===== src/design/gwcg_pkg.sv =====
// Shared constants and types of the grid window connectivity generator.
`timescale 1ns / 1ps
package gwcg_pkg;

  localparam int MAX_WINDOW_DIM = 7;
  localparam int MAX_GRID_DIM   = 1024;
  localparam int WEIGHT_BITS    = 16;

  localparam int TAP_DEPTH = MAX_WINDOW_DIM * MAX_WINDOW_DIM;
  localparam int TAP_AW    = $clog2(TAP_DEPTH);

  localparam int POS_W  = 10;
  localparam int DIM_W  = 11;
  localparam int HALF_W = 2;
  localparam int TAP_W  = 3;
  localparam int IDX_W  = 21;

  localparam int IN_DATA_W  = 48;
  localparam int OUT_DATA_W = 64;
  localparam int CFG_AW     = 4;

  localparam logic [1:0] REG_HALF_ROWS = 2'd0;
  localparam logic [1:0] REG_HALF_COLS = 2'd1;
  localparam logic [1:0] REG_GRID_ROWS = 2'd2;
  localparam logic [1:0] REG_GRID_COLS = 2'd3;

  localparam logic MODE_LOAD = 1'b0;
  localparam logic MODE_EMIT = 1'b1;

  typedef logic signed [WEIGHT_BITS-1:0] weight_t;

endpackage


===== src/design/gwcg_ram.sv =====
// Generic single-write, single-read synchronous RAM with registered read data.
`timescale 1ns / 1ps
module gwcg_ram #(
  parameter int WIDTH = 16,
  parameter int DEPTH = 49
) (
  input  logic                     clk,
  input  logic                     we,
  input  logic [$clog2(DEPTH)-1:0] waddr,
  input  logic [WIDTH-1:0]         wdata,
  input  logic                     re,
  input  logic [$clog2(DEPTH)-1:0] raddr,
  output logic [WIDTH-1:0]         rdata
);

  logic [WIDTH-1:0] mem [DEPTH];

  always_ff @(posedge clk) begin
    if (we) begin
      mem[waddr] <= wdata;
    end
    if (re) begin
      rdata <= mem[raddr];
    end
  end

endmodule


===== src/design/grid_window_connectivity_gen_core.sv =====
// Top level of the grid window connectivity generator: control, walk and output stage.
//
//   channel | ports                    | direction | carries
//   --------+--------------------------+-----------+-----------------------------------
//   in      | in_tvalid/tready/tdata/  | slave     | weight load or centre position
//           | tuser                    |           |
//   out     | out_tvalid/tready/tdata/ | master    | source, neighbour, weight triplets
//           | tlast                    |           |
//   cfg     | cfg_psel ... cfg_pready  | APB slave | window halves and grid size
//
// A weight load or an out-of-range position leaves the core idle. A position in range goes
// through setup states S_MUL (index multiply) and S_BASE (column base), then a walk that
// reads up to 49 neighbour weights one by one through the single read port of the weight
// memory. No new item is taken until the walk ends.
// rst_n is synchronous; the weight memory is not cleared and must be loaded before use.
// A low out_tready stalls the walk once stage one and the output register both hold a triplet.
`timescale 1ns / 1ps
module grid_window_connectivity_gen_core
  import gwcg_pkg::*;
(
  input  logic                  clk,
  input  logic                  rst_n,
  // in_tdata: tap_row[2:0], tap_col[5:3], tap_weight[21:6], grid_row[31:22],
  // grid_col[41:32], zero fill[47:42]
  input  logic                  in_tvalid,
  output logic                  in_tready,
  input  logic [IN_DATA_W-1:0]  in_tdata,
  // in_tuser: mode[0]
  input  logic                  in_tuser,
  // out_tdata: source_index[20:0], neighbour_index[41:21], weight[57:42], zero fill[63:58]
  output logic                  out_tvalid,
  input  logic                  out_tready,
  output logic [OUT_DATA_W-1:0] out_tdata,
  output logic                  out_tlast,
  input  logic                  cfg_psel,
  input  logic                  cfg_penable,
  input  logic                  cfg_pwrite,
  input  logic [CFG_AW-1:0]     cfg_paddr,
  input  logic [31:0]           cfg_pwdata,
  output logic [31:0]           cfg_prdata,
  output logic                  cfg_pready
);

  typedef enum logic [3:0] {
    S_IDLE = 4'b0001,
    S_MUL  = 4'b0010,
    S_BASE = 4'b0100,
    S_WALK = 4'b1000
  } state_t;

  // Configuration registers
  logic [HALF_W-1:0] half_rows_r, half_cols_r;
  logic [DIM_W-1:0]  grid_rows_r, grid_cols_r;
  logic              cfg_wr;

  assign cfg_pready = 1'b1;
  assign cfg_wr     = cfg_psel & cfg_penable & cfg_pwrite & cfg_pready;

  always_ff @(posedge clk) begin
    if (!rst_n) begin
      half_rows_r <= HALF_W'(1);
      half_cols_r <= HALF_W'(1);
      grid_rows_r <= DIM_W'(MAX_GRID_DIM);
      grid_cols_r <= DIM_W'(MAX_GRID_DIM);
    end else if (cfg_wr) begin
      unique case (cfg_paddr[3:2])
        REG_HALF_ROWS: half_rows_r <= cfg_pwdata[HALF_W-1:0];
        REG_HALF_COLS: half_cols_r <= cfg_pwdata[HALF_W-1:0];
        REG_GRID_ROWS: grid_rows_r <= cfg_pwdata[DIM_W-1:0];
        REG_GRID_COLS: grid_cols_r <= cfg_pwdata[DIM_W-1:0];
        default: ;
      endcase
    end
  end

  always_comb begin
    unique case (cfg_paddr[3:2])
      REG_HALF_ROWS: cfg_prdata = {{(32-HALF_W){1'b0}}, half_rows_r};
      REG_HALF_COLS: cfg_prdata = {{(32-HALF_W){1'b0}}, half_cols_r};
      REG_GRID_ROWS: cfg_prdata = {{(32-DIM_W){1'b0}}, grid_rows_r};
      REG_GRID_COLS: cfg_prdata = {{(32-DIM_W){1'b0}}, grid_cols_r};
      default:       cfg_prdata = '0;
    endcase
  end

  // Input fields
  logic              in_mode;
  logic [TAP_W-1:0]  in_tap_row, in_tap_col;
  weight_t           in_tap_weight;
  logic [POS_W-1:0]  in_grid_row, in_grid_col;
  logic [DIM_W-1:0]  rows_eff, cols_eff;
  logic              in_acc;

  assign in_mode       = in_tuser;
  assign in_tap_row    = in_tdata[2:0];
  assign in_tap_col    = in_tdata[5:3];
  assign in_tap_weight = in_tdata[21:6];
  assign in_grid_row   = in_tdata[31:22];
  assign in_grid_col   = in_tdata[41:32];

  // Grid sizes above the maximum count as the maximum.
  assign rows_eff = (grid_rows_r > DIM_W'(MAX_GRID_DIM)) ? DIM_W'(MAX_GRID_DIM) : grid_rows_r;
  assign cols_eff = (grid_cols_r > DIM_W'(MAX_GRID_DIM)) ? DIM_W'(MAX_GRID_DIM) : grid_cols_r;

  state_t state_r, state_nxt;

  assign in_tready = (state_r == S_IDLE);
  assign in_acc    = in_tvalid & in_tready;

  // Weight memory. Loads are only taken while idle and reads only happen in the walk,
  // so a read and a write never meet on the same entry.
  logic              ram_we, ram_re;
  logic [TAP_AW-1:0] ram_waddr, ram_raddr;
  weight_t           ram_rdata;

  assign ram_we    = in_acc && (in_mode == MODE_LOAD) &&
                     (in_tap_row < TAP_W'(MAX_WINDOW_DIM)) &&
                     (in_tap_col < TAP_W'(MAX_WINDOW_DIM));
  assign ram_waddr = TAP_AW'(in_tap_row) * TAP_AW'(MAX_WINDOW_DIM) + TAP_AW'(in_tap_col);

  gwcg_ram #(
    .WIDTH (WEIGHT_BITS),
    .DEPTH (TAP_DEPTH)
  ) u_tap_ram (
    .clk   (clk),
    .we    (ram_we),
    .waddr (ram_waddr),
    .wdata (in_tap_weight),
    .re    (ram_re),
    .raddr (ram_raddr),
    .rdata (ram_rdata)
  );

  // Walk context
  logic [POS_W-1:0]  cr_r, cc_r;
  logic [DIM_W-1:0]  rows_r;
  logic [HALF_W-1:0] hr_r, hc_r;
  logic [POS_W-1:0]  r_lo_r, r_hi_r, c_lo_r, c_hi_r;
  logic [POS_W-1:0]  r_cur_r, c_cur_r;
  logic [IDX_W-1:0]  prod_r, src_r, col_base_r;

  logic [DIM_W-1:0]  cr_plus, cc_plus, rows_m1, cols_m1;
  logic [DIM_W-1:0]  cols_r;
  logic [HALF_W-1:0] col_off;
  logic [DIM_W-1:0]  dr_full, dc_full;
  logic [TAP_W-1:0]  dr, dc;
  logic              row_end, col_end, walk_last;

  // Output pipeline
  logic             p1_valid_r, p1_last_r, p1_move, issue;
  logic [IDX_W-1:0] p1_src_r, p1_nbr_r;
  logic             out_valid_r, out_last_r;
  logic [IDX_W-1:0] out_src_r, out_nbr_r;
  weight_t          out_w_r;

  assign cr_plus = DIM_W'(cr_r) + DIM_W'(hr_r);
  assign cc_plus = DIM_W'(cc_r) + DIM_W'(hc_r);
  assign rows_m1 = rows_r - DIM_W'(1);
  assign cols_m1 = cols_r - DIM_W'(1);
  assign col_off = HALF_W'(cc_r - c_lo_r);

  // Offsets into the window always lie in 0..6, so the low bits suffice.
  assign dr_full   = DIM_W'(r_cur_r) + DIM_W'(hr_r) - DIM_W'(cr_r);
  assign dc_full   = DIM_W'(c_cur_r) + DIM_W'(hc_r) - DIM_W'(cc_r);
  assign dr        = dr_full[TAP_W-1:0];
  assign dc        = dc_full[TAP_W-1:0];
  assign ram_raddr = TAP_AW'(dr) * TAP_AW'(MAX_WINDOW_DIM) + TAP_AW'(dc);

  assign row_end   = (r_cur_r == r_hi_r);
  assign col_end   = (c_cur_r == c_hi_r);
  assign walk_last = row_end & col_end;

  assign p1_move = p1_valid_r & (~out_valid_r | out_tready);
  assign issue   = (state_r == S_WALK) & (~p1_valid_r | p1_move);
  assign ram_re  = issue;

  always_comb begin
    state_nxt = state_r;
    unique case (state_r)
      S_IDLE: begin
        if (in_acc && (in_mode == MODE_EMIT) &&
            (DIM_W'(in_grid_row) < rows_eff) && (DIM_W'(in_grid_col) < cols_eff)) begin
          state_nxt = S_MUL;
        end
      end
      S_MUL:  state_nxt = S_BASE;
      S_BASE: state_nxt = S_WALK;
      S_WALK: begin
        if (issue && walk_last) begin
          state_nxt = S_IDLE;
        end
      end
      default: state_nxt = S_IDLE;
    endcase
  end

  always_ff @(posedge clk) begin
    if (!rst_n) begin
      state_r <= S_IDLE;
    end else begin
      state_r <= state_nxt;
    end
  end

  always_ff @(posedge clk) begin
    if (in_acc) begin
      cr_r   <= in_grid_row;
      cc_r   <= in_grid_col;
      rows_r <= rows_eff;
      cols_r <= cols_eff;
      hr_r   <= half_rows_r;
      hc_r   <= half_cols_r;
    end
    if (state_r == S_MUL) begin
      prod_r <= IDX_W'(cc_r) * IDX_W'(rows_r);
      r_lo_r <= (cr_r >= POS_W'(hr_r)) ? (cr_r - POS_W'(hr_r)) : '0;
      c_lo_r <= (cc_r >= POS_W'(hc_r)) ? (cc_r - POS_W'(hc_r)) : '0;
      r_hi_r <= (cr_plus > rows_m1) ? rows_m1[POS_W-1:0] : cr_plus[POS_W-1:0];
      c_hi_r <= (cc_plus > cols_m1) ? cols_m1[POS_W-1:0] : cc_plus[POS_W-1:0];
    end
    if (state_r == S_BASE) begin
      // Step back from the centre column to the first column of the window.
      col_base_r <= prod_r - IDX_W'(col_off) * IDX_W'(rows_r);
      src_r      <= prod_r + IDX_W'(cr_r) + IDX_W'(1);
      r_cur_r    <= r_lo_r;
      c_cur_r    <= c_lo_r;
    end else if (issue) begin
      if (row_end) begin
        r_cur_r    <= r_lo_r;
        c_cur_r    <= c_cur_r + POS_W'(1);
        col_base_r <= col_base_r + IDX_W'(rows_r);
      end else begin
        r_cur_r <= r_cur_r + POS_W'(1);
      end
    end
  end

  // Stage one waits on the memory read; the output register holds the item offered.
  always_ff @(posedge clk) begin
    if (!rst_n) begin
      p1_valid_r  <= 1'b0;
      out_valid_r <= 1'b0;
    end else begin
      if (issue) begin
        p1_valid_r <= 1'b1;
      end else if (p1_move) begin
        p1_valid_r <= 1'b0;
      end
      if (p1_move) begin
        out_valid_r <= 1'b1;
      end else if (out_tready) begin
        out_valid_r <= 1'b0;
      end
    end
  end

  always_ff @(posedge clk) begin
    if (issue) begin
      p1_src_r  <= src_r;
      p1_nbr_r  <= col_base_r + IDX_W'(r_cur_r) + IDX_W'(1);
      p1_last_r <= walk_last;
    end
    if (p1_move) begin
      out_src_r  <= p1_src_r;
      out_nbr_r  <= p1_nbr_r;
      out_w_r    <= ram_rdata;
      out_last_r <= p1_last_r;
    end
  end

  assign out_tvalid = out_valid_r;
  assign out_tlast  = out_last_r;
  assign out_tdata  = {{(OUT_DATA_W-2*IDX_W-WEIGHT_BITS){1'b0}}, out_w_r, out_nbr_r, out_src_r};

  // Assertions
  a_ram_idle_write: assert property (@(posedge clk) disable iff (!rst_n)
    ram_we |-> !ram_re && (state_r == S_IDLE))
    else $error("weight memory written while the walk reads it");

  a_p1_hold: assert property (@(posedge clk) disable iff (!rst_n)
    p1_valid_r && !p1_move |=> p1_valid_r && $stable(p1_nbr_r) && $stable(ram_rdata))
    else $error("pending item lost while the output stalls");

  a_last_ends_walk: assert property (@(posedge clk) disable iff (!rst_n)
    issue && walk_last |=> state_r == S_IDLE)
    else $error("walk continues after its last neighbour");

  a_index_nonzero: assert property (@(posedge clk) disable iff (!rst_n)
    out_valid_r |-> (out_src_r != '0) && (out_nbr_r != '0))
    else $error("one-based index is zero");

endmodule

===== config.mk =====
export PLATFORM = sky130hd
export DESIGN_NAME = grid_window_connectivity_gen_core
export DESIGN_NICKNAME = d
export VERILOG_FILES = /design/src/design/gwcg_pkg.sv /design/src/design/gwcg_ram.sv /design/src/design/grid_window_connectivity_gen_core.sv
export SDC_FILE = /design/constraint.sdc
export NUM_CORES = 2
export LEC_CHECK = 0
export BUFFER_PORTS_ARGS = -buffer_cell sky130_fd_sc_hd__buf_2
export CORE_ASPECT_RATIO = 1.4
export CORE_UTILIZATION = 57
export DETAILED_ROUTE_END_ITERATION = 8
export PLACE_DENSITY = 0.83
export SLEW_MARGIN = 20
export SYNTH_ARGS = -nofsm -noshare
export SYNTH_HDL_FRONTEND = slang
export SYNTH_SLANG_ARGS = --single-unit
export TNS_END_PERCENT = 5

===== constraint.sdc =====
create_clock -name clk -period 9.9 [get_ports clk]
set_input_delay 1.98 -clock clk [delete_from_list [all_inputs] [get_ports clk]]
set_output_delay 1.98 -clock clk [all_outputs]
set_load 0.02 [all_outputs]

==> impl_metrics.py <==
metrics = {
    "status": {
        "status": "completed",
    },
    "die": {
        "die_width_um": 256,
        "io_pins": 192,
        "rows": 129,
        "initial_core_util_pct": 57.8,
        "die_h_um": 357,
        "coreArea_sq_mm": 0.0888,
        "dieArea_sq_mm": 0.0912,
    },
    "cts": {
        "cts_buffer_depth": 3,
        "cts_sinks": 1103,
        "htreeDepth": 3,
        "cts_tree": "yes",
        "ctsRootBufferMaster": "clkbuf_16",
        "cts_buffers": 97,
        "post_cts_buffers": 0,
        "cts_hold_buf": 0,
        "clk_pin_slew_ns": 0.07,
        "cts_resized": 0,
        "clkLatencyLatePin_ns": 0.69,
    },
    "worst_setup_path": {
        "max_stage_delay_ns": 0.60,
        "worstPathArrival_ns": 7.35,
        "worst_path_most_repeated_cell": "fa_1",
        "rr_endpoint": "u_tap_ram.rdata[8]$_DFFE_PP_",
        "endpoint_kind": "flip-flop",
        "r2r_setup_slack_ns": 2.96,
        "path_cells": "inv_1, fa_1, inv_1, fa_1, xnor2_1, xnor2_1, inv_1, fa_1, fa_1, ha_1, a21o_1, a21oi_1, xor2_4, buf_4, buf_4, mux4_2, nor2b_1, a211oi_1, a21oi_1",
        "critPathKind": "flip-flop to flip-flop",
        "slowest_stage": "mux4_2",
        "r2r-start": "r_cur_r[1]$_DFFE_PP_",
        "start_kind": "flip-flop",
        "reg2reg_depth": 19,
        "required_ns": 10.31,
        "cp_max_fo": 27,
    },
    "timing": {
        "maxSlewHeadroom_pct": 21.7,
        "worst_slew_pin_slew_ns": 1.18,
        "setup_viol": 0,
        "min_period_over_period_pct": 70.1,
        "rsz0062_at_grt": "false",
        "max_freq_ghz": 0.144,
        "skew_ns": 0.0317,
        "fin_crit_ns": 6.94,
        "final_hold_viol_count": 0,
        "timing.setup.tns_ns": 0,
        "finalMaxSlewViolations": 0,
    },
    "grt": {
        "grt_max_degree": 161,
        "grt_overflow": 0,
        "track_usage_pct": 27.1,
        "grt_pass1_vias": 29106,
        "antenna_found_initial": 15,
        "grt_pass1_wl_um": 183000,
    },
    "route": {
        "post_drt_wl_per_cell_um": 26.7,
        "antenna_left": 0,
        "totalWireLength_um": 123000,
        "vias": 28829,
        "drt-vias-per-instance": 6.27,
        "drtPass1Iterations": 5,
        "drc_errors": 0,
        "drt_iter0_markers": 3197,
    },
    "place": {
        "place.gp.congestion": 0.854,
        "dp_hpwl_um": 76500,
        "io_buffers": 134,
    },
    "run": {
        "maxCapViolCount": 0,
    },
    "logic_synthesis": {
        "synth_edf_count": 1071,
        "synthCells": 3161,
        "ys_ff_latch": 1103,
        "yosysSeqAreaShare_pct": 63.9,
        "syn_area_per_cell_sq_um": 16.2,
        "synth_ff_type": "edfxtp_1",
        "synth_warnings": 0,
        "synthesis.area_sq_mm": 0.0513,
        "ys_types": 63,
        "async_flop_share_pct": 0,
    },
    "min_path": {
        "worstHoldPathCells": 0,
        "hp-class": "flip-flop to flip-flop",
        "hold_end": "p1_src_r[0]$_DFFE_PP_",
        "min_from": "src_r[0]$_DFFE_PP_",
    },
    "layout": {
        "layout-drive-gt1-share_pct": 17.9,
        "fin_util_pct": 63.8,
        "fin_nets": 3712,
        "areaGrowthSynthToFinish_pct": 10.4,
    },
}
[per-stage QoR]
| stage | setup WS, ns | area, sq um | std cells | hold WS (ns) |
|---|---|---|---|---|
| final | 2.96 | 56700 | 4600 | 0.416 |
| after CTS | 2.99 | 56600 | 4595 | 0.418 |
| after detailed placement | 3.32 | 53400 | 4417 | 0.405 |
| after global routing | 2.84 | 56700 | 4597 | 0.419 |
| after global placement | 3.42 | 53400 | 4417 | 0.400 |
| after floorplan | 2.45 | 51400 | 3187 | 0.400 |
[layer usage]
| metal | global-route usage (%) | up-vias | share of wire, % |
|---|---|---|---|
| li1 | - | 12219 | - |
| met1 | 33.2 | 14514 | 35 |
| met2 | 47.3 | 1699 | 51 |
| met3 | 4.46 | 375 | 8.4 |
| met4 | 12.7 | 22 | 4.9 |
| met5 | 0 | - | 0.11 |
[cells in the final DEF (no fill, tap or decap), types with 18 or more instances in the layout]
cell / synthesis / routed
clkbuf_16: 0 / 99
inv_1: 196 / 196
dfxtp_1: 32 / 32
nand3_1: 46 / 46
buf_4: 37 / 69
a21oi_1: 97 / 96
nor2_1: 171 / 171
nor2b_1: 52 / 50
a211oi_1: 29 / 29
nand2b_1: 45 / 45
a21o_1: 22 / 22
conb_1: 2 / 28
o21ai_0: 56 / 56
edfxtp_1: 1071 / 1071
nand2_1: 159 / 159
and2_1: 59 / 58
xnor2_1: 110 / 109
ha_1: 184 / 182
clkbuf_1: 82 / 18
mux4_2: 239 / 239
xor2_1: 65 / 64
buf_2: 20 / 134
nand4_1: 22 / 22
o21a_1: 23 / 23
mux2i_1: 86 / 86
fa_1: 99 / 98
clkinv_2: 0 / 18
nor3_1: 27 / 27
[Yosys cell counts, drive strengths merged (23+ instances only)]
cell    instances  area, sq um
nor2          171          642
nand2         159          597
xnor2         110          963
a21oi          97          485
fa             99         1980
edfxtp       1071        32200
mux4          239         5380
dfxtp          32          641
o21a           23          173
nor2b          52          325
mux2i          86          861
a211oi         29          218
xor2           66          586
and2           59          369
clkbuf         82          308
ha            184         2300
nand2b         45          282
nor3           27          135
inv           197          739
buf            72          494
nand3          46          230
o21ai          56          280
[logic make-up (layout without fill, tap and decap cells)]
family	after synthesis	after routing	share of synthesized area (%)
xor+xnor	176	176	3.02
buf+inv	351	580	3.00
other cells	2	33	0.0146
compound gates	282	282	3.43
simple gates	637	637	6.04
mux	327	327	12.2
flops	1103	1103	63.9
fa+ha+maj	283	283	8.35
[sequential cells by signal, summed over array words and instances, names as in the netlist, 11 cells and up]
register / cells
u_tap_ram.rdata: 16
rows_r: 11
grid_rows_r: 11
out_src_r: 21
src_r: 21
p1_src_r: 21
grid_cols_r: 11
p1_nbr_r: 21
cols_r: 11
out_w_r: 16
out_nbr_r: 21
prod_r: 21
u_tap_ram.mem: 784
col_base_r: 21
[how the worst max path moves through the flow]
stage | to | from | slack (ns)
CTS | u_tap_ram.rdata[8]$_DFFE_PP_ | hr_r[1]$_DFFE_PP_ | 2.99
detailed placement | u_tap_ram.rdata[8]$_DFFE_PP_ | r_cur_r[1]$_DFFE_PP_ | 3.32
global placement | u_tap_ram.rdata[1]$_DFFE_PP_ | cr_r[1]$_DFFE_PP_ | 3.42
global route | u_tap_ram.rdata[8]$_DFFE_PP_ | hr_r[1]$_DFFE_PP_ | 2.84
floorplan | c_cur_r[0]$_DFFE_PP_ | out_tready | 2.45
finish | u_tap_ram.rdata[8]$_DFFE_PP_ | r_cur_r[1]$_DFFE_PP_ | 2.96
[critical path, delay by kind of cell (launching register included)]
family | cells | cell delay, ns
buffers and inverters | 5 | 1.27
adder cells (fa/ha/maj) | 5 | 2.27
AND/OR/NAND/NOR | 1 | 0.16
multiplexers | 1 | 0.60
flip-flops | 1 | 0.54
AO/OA/AOI/OAI | 4 | 1.07
XOR/XNOR | 3 | 0.69
[cell type report]
type	instances	area, sq um
diodes	5	12.5
clock buffers	118	2560
clock inverters	60	672
fillers	5984	32100
inverters	197	739
multi-input cells	1733	17200
flip-flops and latches	1103	32800
well taps	1179	1480
repair buffers	205	1230
Power is not shown: default switching activity piles up to over one toggle a cycle in this logic, so the estimate is an artifact.
